--- src/rtl/pgo_pkg.sv ---
// ----------------------------------------------------------------------------
// pgo_pkg
// Shared types, codes and the round-half-to-even helper of the packed 12-bit
// gain/offset correction block.
// ----------------------------------------------------------------------------
package pgo_pkg;

    // Command codes
    localparam logic CMD_PROCESS = 1'b0;
    localparam logic CMD_LOAD    = 1'b1;

    // Unpacking of the middle byte
    localparam logic [7:0] NIB_LO    = 8'h0f;
    localparam logic [7:0] NIB_HI    = 8'hf0;
    localparam int         NIB_SHIFT = 4;

    // Half of one unit at a 16-bit fraction
    localparam logic [15:0] RND_HALF = 16'h8000;

    // Saturation limits of the 24-bit coefficient formats
    localparam logic signed [23:0] COEF_MAX = 24'sh7fffff;
    localparam logic signed [23:0] COEF_MIN = 24'sh800000;

    // Reset value of the page gain, 1.0 in Q8.16
    localparam logic signed [23:0] AGC_RESET = 24'sh010000;

    // Controls of one lane for the current cycle
    typedef struct packed {
        logic s3_en;   // lane stage 3 takes a new pixel; table data is taken on rd_en
        logic rd_en;   // table read for a process item
        logic wr_en;   // table write for a load item
        logic s4_en;   // lane stage 4 takes the new sum
    } pgo_lane_ctl_t;

    // Stage enables of the coefficient scaler
    typedef struct packed {
        logic s1_en;
        logic s2_en;
    } pgo_scale_ctl_t;

    // v / 2^16 rounded half to even, also for negative values
    function automatic logic signed [32:0] rne_shr16(input logic signed [47:0] v);
        logic [31:0] q;
        logic [15:0] r;
        logic        inc;
        q   = v[47:16];
        r   = v[15:0];
        inc = (r > RND_HALF) || ((r == RND_HALF) && q[0]);
        return {q[31], q} + {32'b0, inc};
    endfunction

endpackage

--- src/rtl/pgo_coef_scale.sv ---
// ----------------------------------------------------------------------------
// pgo_coef_scale
// Scales one loaded coefficient by the page gain: 24x24 multiply, then
// round half to even by 2^16 and saturate to 24 bits. Two stages.
// ----------------------------------------------------------------------------
module pgo_coef_scale (
    input  logic                    clk,
    input  pgo_pkg::pgo_scale_ctl_t ctl,
    input  logic signed [23:0]      coef,
    input  logic signed [23:0]      agc,
    output logic signed [23:0]      scaled
);
    import pgo_pkg::*;

    logic signed [47:0] prod_reg;
    logic signed [47:0] prod_next;
    logic signed [32:0] rnd;
    logic signed [23:0] scaled_reg;
    logic signed [23:0] scaled_next;

    // Stage 1: full product
    assign prod_next = 48'(coef) * 48'(agc);

    always_ff @(posedge clk)
    begin
        if (ctl.s1_en)
        begin
            prod_reg <= prod_next;
        end
    end

    // Stage 2: round and saturate
    always_comb
    begin
        rnd = rne_shr16(prod_reg);
        if (rnd[32:23] != {10{rnd[32]}})
        begin
            scaled_next = rnd[32] ? COEF_MIN : COEF_MAX;
        end
        else
        begin
            scaled_next = rnd[23:0];
        end
    end

    always_ff @(posedge clk)
    begin
        if (ctl.s2_en)
        begin
            scaled_reg <= scaled_next;
        end
    end

    assign scaled = scaled_reg;

endmodule

--- config.mk ---
export PLATFORM = sky130hd
export DESIGN_NAME = pgo_coef_scale
export DESIGN_NICKNAME = d
export VERILOG_FILES = /design/src/rtl/pgo_pkg.sv /design/src/rtl/pgo_coef_scale.sv
export SDC_FILE = /design/constraint.sdc
export NUM_CORES = 2
export LEC_CHECK = 0
export ABC_AREA = 1
export BUFFER_PORTS_ARGS = -buffer_cell sky130_fd_sc_hd__buf_2
export CORE_ASPECT_RATIO = 0.9
export CORE_MARGIN = 5
export CORE_UTILIZATION = 45
export DETAILED_ROUTE_END_ITERATION = 8
export PLACE_DENSITY_LB_ADDON = 0.2
export SYNTH_ARGS = -nofsm -noshare
export SYNTH_HDL_FRONTEND = slang
export SYNTH_SLANG_ARGS = --single-unit
--- constraint.sdc ---
create_clock -name clk -period 11.25 [get_ports clk]
set_input_delay 2.25 -clock clk [delete_from_list [all_inputs] [get_ports clk]]
set_output_delay 2.25 -clock clk [all_outputs]
set_load 0.01 [all_outputs]
# Yosys cells after proc, flatten, opt, wreduce, memory -nomap -nowiden
# Cells that the tools add are included.
# word_totals
ff_bits,72
inputBits,51
output_inout_bits,24
wordCells,11
# classes
n_addsub,1
mul,1
n_lt_le_gt_ge,1
eq_ne,2
mux,2
reduce_logical,2
# op_table
cell,n
$mul 24x24->48,1
$mux 24,2
$add 32x2->33,1
$eq 16x16->1 const B,1
$gt 16x16->1 const B,1
$ne 9x9->1,1
$logic_and 1x1->1,1
$logic_or 1x1->1,1

# Longest topological paths before layout
# depth
ltp_word,6
depth_mapped,29
mapped_depth_nobuf,28

# Least setup slack after synthesis
# No wires, ideal clock.
# synth_path
path_type,in2reg
from,input coef[23]
to,register prod_reg[42] (data pin)
setup_ps,259
arrival_ps,8183
required_ps,10991
path_slack_ps,2808
cell_stages,20
path_cell_list,clkbuf_1 > nand2_1 > inv_1 > fa_1 > fa_1 > inv_1 > fa_1 > inv_1 > fa_1 > fa_1 > fa_1 > fa_1 > ha_1 > nand2_1 > nor2_1 > inv_1 > nor4_1 > o21ai_0 > nand3_1 > xor2_1
# synth_between
elab_chain_cells,1
# synth_rtl
element,line,text
start: declaration,pgo_coef_scale.sv:9,"input logic signed [23:0] coef,"
$mul 24x24->48,pgo_coef_scale.sv:22,assign prod_next = 48'(coef) * 48'(agc);
via prod_next[42],pgo_coef_scale.sv:16,logic signed [47:0] prod_next;
end signal: assignment,pgo_coef_scale.sv:28,prod_reg <= prod_next;
end: declaration,pgo_coef_scale.sv:15,logic signed [47:0] prod_reg;
# The timed path passes the listed nets, and every way through them passes these cells.
# A chain may end at the register's enable or synchronous reset.

# Worst setup path in the final report
# layout_path
from,input agc[0]
to,register prod_reg[37] (data pin)
# layout_between
elab_chain_cells,1
# layout_rtl
element,line,text
start: declaration,pgo_coef_scale.sv:10,"input logic signed [23:0] agc,"
$mul 24x24->48,pgo_coef_scale.sv:22,
via prod_next[37],pgo_coef_scale.sv:16,
# The timed path passes the listed nets, and every way through them passes these cells.

==> impl_summary.log <==
[metrics] number of setup buffers added after CTS: 0
[metrics] antenna diode instance count: 0
[metrics] area added between synthesis and finish: 4.872%
[metrics] Final Max Slew Viols: 0
[metrics] startpoint types: input pin
[metrics] average footprint of a synthesized cell: slightly above 8 µm²
[metrics] total I/O pin count: 75
[metrics] cell count after synthesis: 3081
[metrics] Cell Area, Placed: around 26000 µm²
[metrics] Unique masters post-synth: 39
[metrics] overall die area: a little over 60000 µm²
[metrics] count of state elements after synthesis: 72
[metrics] number of cells on the worst hold path: 3
[metrics] number of cell rows: 82
[metrics] initial antenna violation count: 0
[metrics] Fin. Hold Viols: 0
[metrics] total via count after detailed routing: 19010
[metrics] Routed Wire Length: about 67000 µm
[metrics] cell type contributing the most total cell area after synthesis: sky130_fd_sc_hd__fa_1
[metrics] Clock Skews: around 0.007 ns
[metrics] hold path endpoint: scaled[1]$_DFFE_PP_
[metrics] top library cells by usage in the layout, fill and taps aside: sky130_fd_sc_hd__inv_1, sky130_fd_sc_hd__nand2_1, sky130_fd_sc_hd__fa_1
[metrics] aggregate global routing overflow: 0
[metrics] Fill cells: ~5600
[metrics] global router's overall resource usage: between 20% and 30%
[metrics] Final WS setup: between 2 and 2.5 ns
[metrics] reg-to-reg setup timing slack: between 7 and 8 ns
[metrics] post-cts repair resize count: 0
[metrics] achievable clock frequency: around 0.11 GHz
[metrics] number of setup violations in the final report: 0
[metrics] Port Buffers: 74
[metrics] Via density: ~5
[metrics] critical path data required time: between 10 and 15 ns
[metrics] yosys warns: 0
[metrics] Final Cycle Share: between 80% and 90%
[metrics] class of the most critical hold timing path: reg -> reg
[metrics] maximum number of pins on one net before global-route repair: 49
[metrics] effective utilization at floorplan: 45.51%
[metrics] unrepaired setup endpoints after global routing: false
[metrics] TritonCTS Sinks: 72
[metrics] number of clock buffers inserted by TritonCTS: 9
[metrics] clock latency on the worst-skew pair: 0.33 ns
[metrics] Cell Area, Synth: between 20000 and 30000 µm²
[metrics] post-route minimum period: about 9.1 ns
[metrics] slew at the pin with the worst max-slew slack: about 0.85 ns
[metrics] clock slew at reported path FFs: ~0.06 ns
[metrics] remaining design rule violation count: 0
[metrics] startpoint of the most critical register-to-register path: prod_reg[16]$_DFFE_PP_
[metrics] critical setup path kind: in -> reg
[metrics] maximum number of buffers from clock root to sink: 2
[metrics] Critical Path AT: approximately 9 ns
[metrics] Routed wire per std cell: 17.42 µm
[metrics] worst setup slack before clock tree synthesis: approximately 1.9 ns
[metrics] number of global-route vias before repair: between 20000 and 25000
[metrics] max-cap violation count: 0
[metrics] Post-layout nets: a little under 4000
[metrics] max FFs per register: 48
[metrics] count of hold-fix buffers inserted at cts: 0
[metrics] share of synthesized area occupied by flip-flops and latches: 8.513%
[metrics] ranking of synthesized cells by area: sky130_fd_sc_hd__fa_1, sky130_fd_sc_hd__inv_1, sky130_fd_sc_hd__nand2_1, sky130_fd_sc_hd__edfxtp_1, sky130_fd_sc_hd__ha_1
[metrics] most common cell after layout, fill and taps aside: sky130_fd_sc_hd__inv_1
[metrics] critical hold path startpoint: prod_reg[17]$_DFFE_PP_
[metrics] Synthesized Nets: between 3000 and 4000
[metrics] routability congestion estimate from global placement: ~0.90
[metrics] cell at the root of the clock tree: sky130_fd_sc_hd__clkbuf_16
[metrics] proportion of netlist area held by the largest area contributor: a little under half
[metrics] CTS tree: yes
[metrics] die extent in x: approximately 260 µm
[metrics] result of the run: complete, no violations
[metrics] endpoint kind of the worst setup timing path: flip-flop
[metrics] Setup TNS Final: 0 ns
[metrics] Detail Placement HPWL: 57370 µm
[metrics] peak fanout along the critical path: 24
[metrics] Floorplan Core Area: about 56000 µm²
[metrics] relative max-transition margin: between 40% and 50%
[metrics] post-route antenna net violation count: 0
[metrics] Worst R2R End: scaled[13]$_DFFE_PP_
[metrics] number of iterations in the first detailed-routing pass: 6
[metrics] area of all placed cells without fillers: between 20000 and 30000 µm²
[metrics] global-route wire length before repair: about 110000 µm
[metrics] number of levels the H-tree was split into: 3
[metrics] logic depth of the worst register-to-register path: 18
[metrics] Iteration-0 DRC Markers: ~1100
[metrics] Vert. Die Dim: 235.4 µm
[metrics] fraction of layout instances using a drive strength above 1: between 3 and 4%
==> layer usage <==
layer,part of all wire [%],global-route usage (%),vias up
met5,0,0,-
met4,2.0,4.290,0
met3,4.8,2.349,95
met2,50,39.52,538
met1,44,31.56,9675
li1,-,-,8701
==> synthesized netlist by cell type <==
| master | instances |
|---|---|
| sky130_fd_sc_hd__inv_2 | 2 |
| sky130_fd_sc_hd__xor2_1 | 46 |
| sky130_fd_sc_hd__fa_1 | 607 |
| sky130_fd_sc_hd__nor2_1 | 129 |
| sky130_fd_sc_hd__buf_2 | 2 |
| sky130_fd_sc_hd__o21ai_1 | 1 |
| sky130_fd_sc_hd__nor4_1 | 7 |
| sky130_fd_sc_hd__a41oi_1 | 1 |
| sky130_fd_sc_hd__a21o_1 | 9 |
| sky130_fd_sc_hd__a21oi_1 | 58 |
| sky130_fd_sc_hd__buf_4 | 2 |
| sky130_fd_sc_hd__o21a_1 | 4 |
| sky130_fd_sc_hd__a31oi_1 | 9 |
| sky130_fd_sc_hd__o21ai_0 | 41 |
| sky130_fd_sc_hd__nand2_4 | 2 |
| sky130_fd_sc_hd__edfxtp_1 | 72 |
| sky130_fd_sc_hd__a211oi_1 | 1 |
| sky130_fd_sc_hd__clkbuf_1 | 97 |
| sky130_fd_sc_hd__nand3_1 | 64 |
| sky130_fd_sc_hd__o221a_2 | 1 |
| sky130_fd_sc_hd__inv_1 | 925 |
| sky130_fd_sc_hd__nor2_4 | 1 |
| sky130_fd_sc_hd__nand4_1 | 9 |
| sky130_fd_sc_hd__xnor2_1 | 25 |
| sky130_fd_sc_hd__ha_1 | 136 |
| sky130_fd_sc_hd__nand2_1 | 772 |
| sky130_fd_sc_hd__nor2_2 | 10 |
| sky130_fd_sc_hd__nand2_2 | 7 |
| sky130_fd_sc_hd__a21boi_0 | 2 |
| sky130_fd_sc_hd__or2_2 | 7 |
| sky130_fd_sc_hd__nor3_1 | 18 |
| sky130_fd_sc_hd__nor4_2 | 1 |
| sky130_fd_sc_hd__o211ai_1 | 1 |
| sky130_fd_sc_hd__o21bai_1 | 5 |
| sky130_fd_sc_hd__nand3_2 | 1 |
| sky130_fd_sc_hd__buf_6 | 2 |
| sky130_fd_sc_hd__and3_1 | 1 |
| sky130_fd_sc_hd__nand3b_1 | 2 |
| sky130_fd_sc_hd__o31ai_1 | 1 |
==> worst max-delay path by stage <==
stage | startpoint | endpoint
after floorplan | coef[23] | prod_reg[42]$_DFFE_PP_
after global placement | agc[0] | prod_reg[37]$_DFFE_PP_
after detailed placement | coef[23] | prod_reg[37]$_DFFE_PP_
after CTS | coef[23] | prod_reg[37]$_DFFE_PP_
after global routing | agc[0] | prod_reg[37]$_DFFE_PP_
final | agc[0] | prod_reg[37]$_DFFE_PP_
==> final cells by class <==
cell class	count	area, µm²	share of cell area [%]
Multi-Input combinational cell	1979	19340	72.63
Inverter	927	3480	13.06
Sequential cell	72	2162	8.117
Tap cell	756	945.9	3.551
Timing Repair Buffer	76	385.4	1.447
Clock buffer	9	225.2	0.8455
Clock inverter	7	92.59	0.3476
==> kinds of logic after synthesis <==
logic type / Yosys count / synth area share, %
AO/OA/AOI/OAI: 134 / 2.951
XOR/XNOR: 71 / 2.448
adder cells (fa/ha/maj): 743 / 54.54
buffers and inverters: 1030 / 15.32
flip-flops: 72 / 8.513
AND/OR/NAND/NOR: 1031 / 16.22
==> metrics by stage <==
stage	utilization, %	hold WS (ns)	instances
floorplan	-	0.6579	3081
global placement	47.15	0.7375	3810
detailed placement	47.15	0.7291	3810
CTS	47.72	0.7501	3826
global route	47.72	0.8142	3826
finish	47.72	0.7447	3826
==> critical path: stages <==
cell and delay (ns):
sky130_fd_sc_hd__buf_2 0.40, sky130_fd_sc_hd__nand2_1 0.16, sky130_fd_sc_hd__inv_1 0.16, sky130_fd_sc_hd__fa_1 0.55
sky130_fd_sc_hd__fa_1 0.70, sky130_fd_sc_hd__inv_1 0.22, sky130_fd_sc_hd__fa_1 0.60, sky130_fd_sc_hd__inv_1 0.38
sky130_fd_sc_hd__fa_1 0.52, sky130_fd_sc_hd__fa_1 0.57, sky130_fd_sc_hd__fa_1 0.43, sky130_fd_sc_hd__fa_1 0.44
sky130_fd_sc_hd__ha_1 0.39, sky130_fd_sc_hd__nand2_1 0.10, sky130_fd_sc_hd__nor2_1 0.11, sky130_fd_sc_hd__inv_1 0.07
sky130_fd_sc_hd__nor2_1 0.15, sky130_fd_sc_hd__inv_1 0.09, sky130_fd_sc_hd__nor2_1 0.25, sky130_fd_sc_hd__nand3_1 0.16
sky130_fd_sc_hd__nand3_1 0.21, sky130_fd_sc_hd__xor2_1 0.27
Power is left out: the tool's default activity adds up to more than one toggle a clock period on the data nets, which glitch-free logic cannot reach.
